$ cat src/hw/rtl/isps_pkg.sv
`default_nettype none

package isps_pkg;

   // defaults for the top level parameters
   localparam int MAX_DIMS_DEF       = 8;
   localparam int RANGES_PER_DIM_DEF = 16;
   localparam int VALUE_BITS_DEF     = 32;

   localparam int DIM_IDX_W  = 4;
   localparam int STATUS_W   = 3;
   localparam int OUT_VALUE_W = 32;

   localparam logic [DIM_IDX_W-1:0] DIMS_IN_USE_RESET = 4'd8;

   // result status codes
   localparam logic [STATUS_W-1:0] ST_PRESENT   = 3'd0;
   localparam logic [STATUS_W-1:0] ST_GREW_LOW  = 3'd1;
   localparam logic [STATUS_W-1:0] ST_GREW_HIGH = 3'd2;
   localparam logic [STATUS_W-1:0] ST_MERGED    = 3'd3;
   localparam logic [STATUS_W-1:0] ST_NEW       = 3'd4;
   localparam logic [STATUS_W-1:0] ST_BAD_DIM   = 3'd5;
   localparam logic [STATUS_W-1:0] ST_FULL      = 3'd6;

   // table update broadcast to the cells
   localparam int ACT_W = 3;
   localparam logic [ACT_W-1:0] ACT_NONE  = 3'd0;
   localparam logic [ACT_W-1:0] ACT_MERGE = 3'd1;
   localparam logic [ACT_W-1:0] ACT_LOW   = 3'd2;
   localparam logic [ACT_W-1:0] ACT_HIGH  = 3'd3;
   localparam logic [ACT_W-1:0] ACT_NEW   = 3'd4;

   // match flags carried along the row of cells
   typedef struct packed {
      logic hit;
      logic below;
      logic above;
      logic free_seen;
   } isps_flags_type;

endpackage

`default_nettype wire

$ cat src/hw/rtl/isps_cell.sv
`default_nettype none

module isps_cell #(
   parameter int MAX_DIMS   = 8,
   parameter int VALUE_BITS = 32
) (
   input  wire logic                               clock,
   input  wire logic                               reset,
   input  wire logic [isps_pkg::DIM_IDX_W-1:0]     dim,
   input  wire logic signed [VALUE_BITS-1:0]       key,
   input  wire logic signed [VALUE_BITS-1:0]       key_up,
   input  wire logic signed [VALUE_BITS-1:0]       key_dn,
   input  wire logic                               not_max,
   input  wire logic                               not_min,
   input  wire logic                               wr_en,
   input  wire logic [isps_pkg::ACT_W-1:0]         action,
   input  wire logic signed [VALUE_BITS-1:0]       merge_hi,
   input  wire isps_pkg::isps_flags_type           flags_in,
   input  wire logic signed [VALUE_BITS-1:0]       hit_lo_in,
   input  wire logic signed [VALUE_BITS-1:0]       hit_hi_in,
   input  wire logic signed [VALUE_BITS-1:0]       below_hi_in,
   input  wire logic signed [VALUE_BITS-1:0]       above_lo_in,
   output isps_pkg::isps_flags_type                flags_out,
   output logic signed [VALUE_BITS-1:0]            hit_lo_out,
   output logic signed [VALUE_BITS-1:0]            hit_hi_out,
   output logic signed [VALUE_BITS-1:0]            below_hi_out,
   output logic signed [VALUE_BITS-1:0]            above_lo_out
);
   import isps_pkg::*;

   localparam int DimW = (MAX_DIMS > 1) ? $clog2(MAX_DIMS) : 1;

   logic signed [VALUE_BITS-1:0] lo_ff [MAX_DIMS];
   logic signed [VALUE_BITS-1:0] hi_ff [MAX_DIMS];
   logic [MAX_DIMS-1:0]          valid_ff;

   logic [DimW-1:0]              sel;
   logic signed [VALUE_BITS-1:0] lo_cur;
   logic signed [VALUE_BITS-1:0] hi_cur;
   logic                         valid_cur;
   logic                         my_hit;
   logic                         my_below;
   logic                         my_above;
   logic                         my_free;

   assign sel       = dim[DimW-1:0];
   assign lo_cur    = lo_ff[sel];
   assign hi_cur    = hi_ff[sel];
   assign valid_cur = valid_ff[sel];

   assign my_hit   = valid_cur && (lo_cur <= key) && (key <= hi_cur);
   assign my_below = valid_cur && not_max && (lo_cur == key_up);
   assign my_above = valid_cur && not_min && (hi_cur == key_dn);
   // first empty slot of the row takes a new range
   assign my_free  = !valid_cur && !flags_in.free_seen;

   always_comb begin
      flags_out.hit       = flags_in.hit | my_hit;
      flags_out.below     = flags_in.below | my_below;
      flags_out.above     = flags_in.above | my_above;
      flags_out.free_seen = flags_in.free_seen | !valid_cur;
      hit_lo_out   = hit_lo_in   | (my_hit   ? lo_cur : '0);
      hit_hi_out   = hit_hi_in   | (my_hit   ? hi_cur : '0);
      below_hi_out = below_hi_in | (my_below ? hi_cur : '0);
      above_lo_out = above_lo_in | (my_above ? lo_cur : '0);
   end

   always_ff @(posedge clock) begin
      if (reset) begin
         valid_ff <= '0;
      end else if (wr_en) begin
         unique case (action)
            ACT_MERGE: if (my_below) valid_ff[sel] <= 1'b0;
            ACT_NEW:   if (my_free)  valid_ff[sel] <= 1'b1;
            default: ;
         endcase
      end
   end

   always_ff @(posedge clock) begin
      if (wr_en) begin
         unique case (action)
            ACT_MERGE: if (my_above) hi_ff[sel] <= merge_hi;
            ACT_LOW:   if (my_below) lo_ff[sel] <= key;
            ACT_HIGH:  if (my_above) hi_ff[sel] <= key;
            ACT_NEW: begin
               if (my_free) begin
                  lo_ff[sel] <= key;
                  hi_ff[sel] <= key;
               end
            end
            default: ;
         endcase
      end
   end

endmodule

`default_nettype wire

$ cat config.mk
export PLATFORM = sky130hd
export DESIGN_NAME = isps_cell
export DESIGN_NICKNAME = d
export VERILOG_FILES = /design/src/hw/rtl/isps_pkg.sv /design/src/hw/rtl/isps_cell.sv
export SDC_FILE = /design/constraint.sdc
export NUM_CORES = 1
export LEC_CHECK = 0
export BUFFER_PORTS_ARGS = -buffer_cell sky130_fd_sc_hd__buf_2
export CAP_MARGIN = 30
export CORE_MARGIN = 2
export CORE_UTILIZATION = 55
export CTS_CLUSTER_DIAMETER = 150
export DETAILED_ROUTE_END_ITERATION = 6
export PLACE_DENSITY = 0.78
export SYNTH_ARGS = -nofsm -noshare
export SYNTH_HDL_FRONTEND = slang
export SYNTH_SLANG_ARGS = --single-unit
$ cat constraint.sdc
create_clock -name clock -period 7.9 [get_ports clock]
set_input_delay 1.185 -clock clock [delete_from_list [all_inputs] [get_ports clock]]
set_output_delay 1.185 -clock clock [all_outputs]
set_load 0.01 [all_outputs]
# Yosys cells after proc, flatten, opt, wreduce, memory -nomap -nowiden
# Memory sizes are Yosys's and may differ from the RTL's.
# Cells that the tools add are included.
[totals]
regBits = 8
ram_bits = 512
inputBits = 272
output_inout_bits = 132
elab_cells = 70
n_memories = 2
[classes]
magnitude_cmp = 4
n_eq_ne = 8
n_mux = 29
n_bitwise = 14
n_reduce_logical = 12
[memory_table]
columns = ["memory", "depth", "width", "rd", "rd_clocked_by_memory_dff", "wr", "line_no", "source"]
rows = [
  ["hi_ff", 8, 32, 1, 0, 1, "isps_cell.sv:34", "logic signed [VALUE_BITS-1:0] hi_ff [MAX_DIMS];"],
  ["lo_ff", 8, 32, 1, 0, 1, "isps_cell.sv:33", "logic signed [VALUE_BITS-1:0] lo_ff [MAX_DIMS];"],
]
[op_table]
columns = ["operator", "n"]
rows = [
  ["32-bit two-way mux", 7],
  ["32-bit bitwise OR", 4],
  ["32-bit equality test", 2],
  ["32-bit <= comparator", 2],
  ["1-bit two-way mux", 17],
  ["8-bit two-way mux", 2],
  ["8-bit case mux with 2 select lines", 1],
  ["8-bit AND", 1],
  ["1-bit logical AND", 8],
  ["8-bit inverter", 1],
  ["8-bit bitwise OR", 1],
  ["1-bit bitwise OR", 7],
  ["3-bit by 2-bit equality test with 1-bit output, second input constant", 2],
  ["3-bit by 4-bit less-than comparator with 1-bit output, second input constant", 1],
  ["2-bit inequality test, second input constant", 2],
  ["4-bit AND reduction", 1],
  ["1-bit binary-select mux with 3-bit select", 1],
  ["1-bit demux with 3-bit select", 1],
  ["3-bit by 1-bit equality test with 1-bit output, second input constant", 1],
  ["3-bit equality test, second input constant", 1],
  ["3-bit by 1-bit greater-or-equal comparator with 1-bit output, second input constant", 1],
  ["1-bit logical NOT", 2],
  ["2-bit nonzero test", 1],
]

# Logic depth before layout (Yosys ltp)
# Gate-level depths: netlist (run 1).
[depth]
ltp_word = 10
ltp_mapped = 23
depth_no_buf = 13

# Worst setup path after synthesis (run 1)
# No wires, ideal clock.
[synth_timing]
path_type = "input to register"
from = "input port dim[0] in the netlist's numbering"
to = "memory hi_ff[0][0], enable pin"
setup_time_ps = 470
arrival_time_ps = 6143
t_required_ps = 7430
setup_slack_ps = 1287
stages = 11
cell_sequence = "buf_6 buf_2 buf_2 mux2_1 a221o_1 a32oi_1 xnor2_1 or4_1 nor3b_1 nand4_1 a21boi_0"
[synth_between]
elab_chain_cells = 10
[synth_lines]
columns = ["element", "line_no", "source"]
rows = [
  ["start, declared", "isps_cell.sv:9", "input wire logic [isps_pkg::DIM_IDX_W-1:0] dim,"],
  ["parallel branches: the longest is 10 deep, another holds memory 8 x 32 bit", "n/a", ""],
  ["end, declared", "isps_cell.sv:34", ""],
]
# Parallel ways; which one is timed is not known. The select of a mux whose other input is x is not followed.

# Worst setup path in the final report (run 1)
[layout_timing]
from = "input port dim[0] in the netlist's numbering"
to = "output port below_hi_out[21]"
[layout_between]
elab_chain_cells = 6
[layout_lines]
columns = ["element", "line_no", "source"]
rows = [
  ["parallel branches: the longest is 4 deep, another holds memory 8 x 32 bit", "n/a", ""],
  ["32-bit two-way mux *", "isps_cell.sv:64", "below_hi_out = below_hi_in | (my_below ? hi_cur : '0);"],
  ["32-bit bitwise OR *", "isps_cell.sv:64", ""],
  ["end, declared", "isps_cell.sv:26", "output logic signed [VALUE_BITS-1:0] below_hi_out,"],
]
# Every way passes the cells marked *. The select of a mux whose other input is x is not followed.

==> flow_metrics.py, run 1 <==
metrics = {
    "worst_setup_path": {
        "worstPathArrival_ns": 5.96,
        "worst-endpoint-required_ns": 6.71,
        "critical_path_endpoint_category": "output port",
        "worstSetupStartpointType": "input port",
        "startpoint_to_endpoint_class_of_the_critical_path": "in -> out",
        "critical_path_fanout_max": 69,
    },
    "floorplanning": {
        "chip_width_um": 218,
        "initial_core_utilization": 0.555,
        "die_height_um": 218,
        "row_count": 78,
        "number_of_top_level_pins": 404,
        "placeableCoreArea_mm2": 0.0453,
        "floorplan.die_area_mm2": 0.0474,
    },
    "synthesis": {
        "yosys-top-cells-area": "edfxtp_1 61%, mux4_2 5.2%, a31o_2 3.3%",
        "ys.warnings.count": 0,
        "netlist_instances": 1712,
        "synth.ff_latch_count": 520,
        "synth_top_cell_area_share": 0.612,
        "synth.yosys.seq_area_share": 0.618,
        "yosysUniqueCellTypes": 77,
        "mappedNetlistNets": 2048,
        "synth_area_per_cell_um2": 14.7,
        "synthTopCellsByCount": "512 x edfxtp_1, 95 x a31o_2, 81 x nand2_1, 75 x inv_1, 67 x mux2_2",
        "synthArstFlopShare": 0,
        "synthFlopType": "edfxtp_1",
        "yosys.cell_count.top_type": "edfxtp_1",
        "synth-edff-count": 512,
        "syn_area_mm2": 0.0251,
        "synth.largest_area_cell": "edfxtp_1",
    },
    "clock_tree": {
        "worstSkewPairLatency_ns": 0.58,
        "cts_tree": "built",
        "h-tree-depth": 2,
        "clk_path_buf_depth": 3,
        "cts_resized": 0,
        "cts-root-buf": "clkbuf_16",
        "hold_buffers": 0,
        "numClockSinks": 520,
        "path_clk_slew_ns": 0.06,
        "post-cts-setup-buffer-count": 0,
        "tritoncts.num_buffers": 52,
    },
    "grt": {
        "grt_overflow": 0,
        "grt_max_degree": 70,
        "grt_pass1_vias": 17869,
        "number_of_antenna_violations_at_the_first_check_in_global_routing": 9,
        "grt_pass1_wl_um": 116000,
        "globalRouteTotalUtil": 0.339,
    },
    "timing": {
        "clock-skew-final_ns": 0.0209,
        "final_period_minus_worst_setup_slack_ns": 7.15,
        "finalSetupTns_ns": 0,
        "timing_worst_slew_pin_value_ns": 1.02,
        "worst_slew_margin_rel": 0.313,
        "layout_worst_path_cycle_share": 0.905,
        "finalHoldViolCount": 0,
        "fmax_ghz": 0.140,
        "timing_max_transition_violations_final": 0,
        "rsz0062_at_grt": "false",
        "final_setup_violations": 0,
    },
    "route": {
        "drc_errors": 0,
        "vias": 18289,
        "drt-wirelength-per-cell_um": 29.4,
        "viasPerCell": 6.57,
        "wl_um": 81800,
        "residual_antenna_violating_net_count_after_detailed_routing": 0,
        "initialDrtViolationCount": 2350,
        "firstDrtPassIters": 6,
    },
    "run": {
        "cap_violations": 0,
    },
    "final_layout": {
        "share_of_post_route_cells_with_drive_strength_above_1": 0.374,
        "nNetsFinal": 2473,
        "stdcell_area_mm2": 0.0299,
        "area.growth.synth_to_final_pct": 19.0,
    },
    "power_and_ir_drop": {
        "cellLeakagePower_nw": 11.5,
        "power.density_cell_area_mw_per_mm2": 213,
        "vdd_ir_drop_max_v": 0.000191,
    },
    "placement": {
        "place_congestion": 0.904,
        "numPortBuffers": 402,
        "detailed_place_hpwl_um": 54600,
        "detailed_place.area_mm2": 0.0281,
    },
    "min_path": {
        "hold_path_class": "reg -> reg",
    },
    "outcome": {
        "outcome": "complete, no violations",
    },
}
[routing by layer]
layer	part of all wire	track usage	up-vias
li1	-	-	7714
met5	0.00016	0.00313	-
met1	0.35	0.428	9009
met3	0.11	0.0671	237
met2	0.48	0.561	1327
met4	0.056	0.168	2
[sequential cells by signal (all words and copies together), names as in the netlist, named ones only]
register,flops
lo_ff,256
hi_ff,256
[worst max-delay path, cell delays in order]
cell and delay [ns]:
clkbuf_8 0.47, buf_4 0.59, mux4_2 0.57, mux2_2 0.37, xor2_1 0.18, nor4_1 0.87
nand4_1 0.30, nor4_4 0.39, buf_4 0.47, a31o_2 0.25, buf_2 0.13
[cell families (layout without fill, tap and decap cells)]
family | count (synthesis) | after routing | share of synthesized area
adders and majority gates | 64 | 64 | 0.0319
buffers and inverters | 185 | 650 | 0.0347
AOI/OAI and AO/OA | 413 | 413 | 0.125
other | 0 | 5 | 0
muxes | 180 | 180 | 0.104
and+or+nand+nor | 299 | 299 | 0.0691
DFF | 520 | 520 | 0.618
xor gates and xnor gates | 51 | 51 | 0.0178
[path summary, 6_finish.rpt]
path,depth (start not counted),slack [ns],to,from
setup / recovery,11,0.75,below_hi_out[21],dim[0]
hold / removal,2,0.52,register,register
setup reg to reg,10,2.92,lo_ff[4][20]$_DFFE_PP_,lo_ff[1][15]$_DFFE_PP_
hold reg to reg,2,0.52,register,register
[report_power, final]
group	total (mW)	internal, mW	switching [mW]
registers	3.05	3.04	0.00254
clock network	2.57	1.54	1.02
logic	0.772	0.289	0.483
total	6.38	4.87	1.51
[stage by stage]
stage          setup WS, ns  cells  hold WS [ns]  utilization  total power [mW]
3_5_place_dp          0.834   2681         0.512        0.621              3.86
2_1_floorplan          1.29   1712         0.489            -              3.52
3_3_place_gp          0.884   2680         0.501        0.621              3.83
4_1_cts               0.818   2775         0.521        0.660              6.38
5_1_grt               0.543   2782         0.553        0.661              6.55
6_report              0.753   2782         0.520        0.661              6.38
[cells in the final DEF, fill, tap and decap left out, types with 58 or more instances in the layout]
| master | Yosys | final |
|---|---|---|
| edfxtp_1 | 512 | 512 |
| buf_2 | 21 | 401 |
| a31o_2 | 95 | 95 |
| nand2_1 | 81 | 81 |
| inv_1 | 75 | 75 |
| buf_4 | 13 | 74 |
| mux2_2 | 67 | 67 |
| ha_1 | 64 | 64 |
| mux4_2 | 58 | 58 |
| a21o_1 | 58 | 58 |
[layout make-up]
class	count	area, µm²
fillers	3169	15400
clock inverters	28	380
clock buffers	66	1400
flip-flops and latches	520	15500
multi-input cells	1007	8910
inverters	75	282
well taps	600	751
diodes	5	12.5
repair buffers	481	2650
(Power assumes the default switching activity.)
==> run 2, diff against run 1 <==
--- a/config.mk
+++ b/config.mk
@@ -7,11 +7,13 @@
 export LEC_CHECK = 0
 export BUFFER_PORTS_ARGS = -buffer_cell sky130_fd_sc_hd__buf_2
 export CAP_MARGIN = 30
+export CELL_PAD_IN_SITES_DETAIL_PLACEMENT = 0
+export CELL_PAD_IN_SITES_GLOBAL_PLACEMENT = 2
 export CORE_MARGIN = 2
-export CORE_UTILIZATION = 55
+export CORE_UTILIZATION = 40
 export CTS_CLUSTER_DIAMETER = 150
 export DETAILED_ROUTE_END_ITERATION = 6
-export PLACE_DENSITY = 0.78
+export PLACE_DENSITY_LB_ADDON = 0.1
 export SYNTH_ARGS = -nofsm -noshare
 export SYNTH_HDL_FRONTEND = slang
 export SYNTH_SLANG_ARGS = --single-unit
==> run 2 against run 1 <==
Core utilization down 17 points. Sequential share of layout area down 0.58 points. Sequential power about the same. Routed wire length up 8.7%. Power down 2.3%. Sequential cell count unchanged. Register-to-register slack better by 0.32 ns. Global-route usage down 7.0 points. Die area up 37%. Largest power group unchanged.
==> flow_metrics.py, run 2 (synthesis gave the netlist of run 1 again) <==
metrics = {
    "clock_tree": {
        "cts_resized": 0,
        "clk_path_buf_depth": 3,
        "cts-root-buf": "clkbuf_16",
        "tritoncts.num_buffers": 55,
        "numClockSinks": 520,
        "cts_tree": "built",
        "worstSkewPairLatency_ns": 0.63,
        "hold_buffers": 0,
        "path_clk_slew_ns": 0.06,
        "post-cts-setup-buffer-count": 0,
        "h-tree-depth": 2,
    },
    "timing": {
        "layout_worst_path_cycle_share": 0.924,
        "finalSetupTns_ns": 0,
        "finalHoldViolCount": 0,
        "rsz0062_at_grt": "false",
        "clock-skew-final_ns": 0.0187,
        "final_period_minus_worst_setup_slack_ns": 7.30,
        "timing_max_transition_violations_final": 0,
        "timing_worst_slew_pin_value_ns": 1.02,
        "final_setup_violations": 0,
        "worst_slew_margin_rel": 0.320,
        "fmax_ghz": 0.137,
    },
    "route": {
        "residual_antenna_violating_net_count_after_detailed_routing": 0,
        "drc_errors": 0,
        "drt-wirelength-per-cell_um": 29.3,
        "initialDrtViolationCount": 1640,
        "firstDrtPassIters": 5,
        "viasPerCell": 5.83,
        "wl_um": 88800,
        "vias": 17654,
    },
    "final_layout": {
        "fin_cells": 3030,
        "ff_latch_area_mm2": 0.0155,
        "biggestRegsByFlops": "hi_ff x256, lo_ff x256",
        "mostFrequentLayoutCell": "edfxtp_1",
        "area.growth.synth_to_final_pct": 20.4,
        "fillerInstances": 5563,
        "share_of_post_route_cells_with_drive_strength_above_1": 0.372,
        "nNetsFinal": 2484,
        "most_used_cells_in_the_layout_excluding_fill_and_tap_cells": "512 x edfxtp_1, 402 x buf_2, 95 x a31o_2",
        "multiInputGateArea_mm2": 0.00891,
    },
    "floorplanning": {
        "row_count": 91,
        "number_of_top_level_pins": 404,
        "floorplan.die_area_mm2": 0.0649,
        "initial_core_utilization": 0.406,
        "die_height_um": 255,
        "placeableCoreArea_mm2": 0.0619,
        "chip_width_um": 255,
    },
    "worst_setup_path": {
        "critical_path_endpoint_category": "output port",
        "worst-endpoint-required_ns": 6.71,
        "worstPathArrival_ns": 6.11,
        "worstSetupStartpointType": "input port",
        "startpoint_to_endpoint_class_of_the_critical_path": "in -> out",
        "critical_path_fanout_max": 65,
    },
    "grt": {
        "grt_pass1_wl_um": 122000,
        "grt_pass1_vias": 17307,
        "number_of_antenna_violations_at_the_first_check_in_global_routing": 3,
        "grt_max_degree": 66,
        "grt_overflow": 0,
        "globalRouteTotalUtil": 0.269,
    },
    "placement": {
        "dp_cells": 2926,
        "place_congestion": 0.824,
        "detailed_place_hpwl_um": 60100,
        "numPortBuffers": 402,
    },
    "outcome": {
        "outcome": "complete, no violations",
    },
    "run": {
        "cap_violations": 0,
    },
    "power_and_ir_drop": {
        "power.density_cell_area_mw_per_mm2": 206,
        "vdd_ir_drop_max_v": 0.000157,
        "cellLeakagePower_nw": 11.5,
    },
    "min_path": {
        "hold_path_class": "reg -> reg",
    },
}
==> run 2: cell types whose count changed in the layout (fill, tap and decap cells not counted), sizes merged <==
cell      change
clkinv        +5
clkinvlp      -1
buf           +9
diode         -1
clkbuf        +5
inv           +1
bufinv        -7
==> run 2: routing by layer <==
layer | global-route usage | up-vias | wire [µm]
met3 | 0.0402 | 143 | 5620
met4 | 0.0944 | 0 | 3020
met2 | 0.467 | 732 | 43700
li1 | - | 7752 | -
met5 | 0 | - | 0
met1 | 0.342 | 9027 | 36500
==> run 2: final cells by class <==
class                   instances  share of cell area
diodes                          4            0.000331
clock buffers                  72              0.0476
clock inverters                26             0.00687
inverters                      75             0.00931
multi-input cells            1007               0.294
flip-flops and latches        520               0.513
well taps                     837              0.0346
repair buffers                489              0.0933
==> run 2: final timing paths <==
path / slack (ns) / startpoint / cells past startpoint / endpoint
max: 0.60 / dim[1] / 16 / hit_lo_out[11]
min: 0.52 / register / 2 / register
max reg2reg: 3.24 / hi_ff[5][19]$_DFFE_PP_ / 11 / hi_ff[3][17]$_DFFE_PP_
min reg2reg: 0.52 / register / 2 / register
==> run 2: critical path, cell delays in order <==
cell and delay [ns]:
buf_2 0.56, nor2_1 0.19, a22o_1 0.26, a221oi_1 0.72, inv_1 0.30, ha_1 0.40, a21oi_1 0.14, o21ai_0 0.14
a221oi_1 0.34, nor3_1 0.09, a2111oi_0 0.42, o211a_1 0.22, mux2_2 0.35, buf_12 0.19, a31o_2 0.35, buf_2 0.15
==> run 2: stage by stage <==
| step | instance area, µm² | util | power [mW] | setup WS [ns] | hold WS [ns] |
|---|---|---|---|---|---|
| 6_report | 30300 | 0.488 | 6.24 | 0.603 | 0.521 |
| 3_3_place_gp | 28600 | 0.461 | 3.87 | 0.690 | 0.504 |
| 4_1_cts | 30200 | 0.488 | 6.28 | 0.671 | 0.517 |
| 5_1_grt | 30200 | 0.488 | 6.43 | 0.341 | 0.536 |
| 2_1_floorplan | 25100 | - | 3.52 | 1.29 | 0.489 |
| 3_5_place_dp | 28600 | 0.461 | 3.89 | 0.699 | 0.509 |
==> run 2: where the power goes <==
part	internal (mW)	switching (mW)	leakage (nW)
registers	3.04	0.00222	4.66
logic	0.294	0.486	6.07
clock network	1.35	1.06	0.798
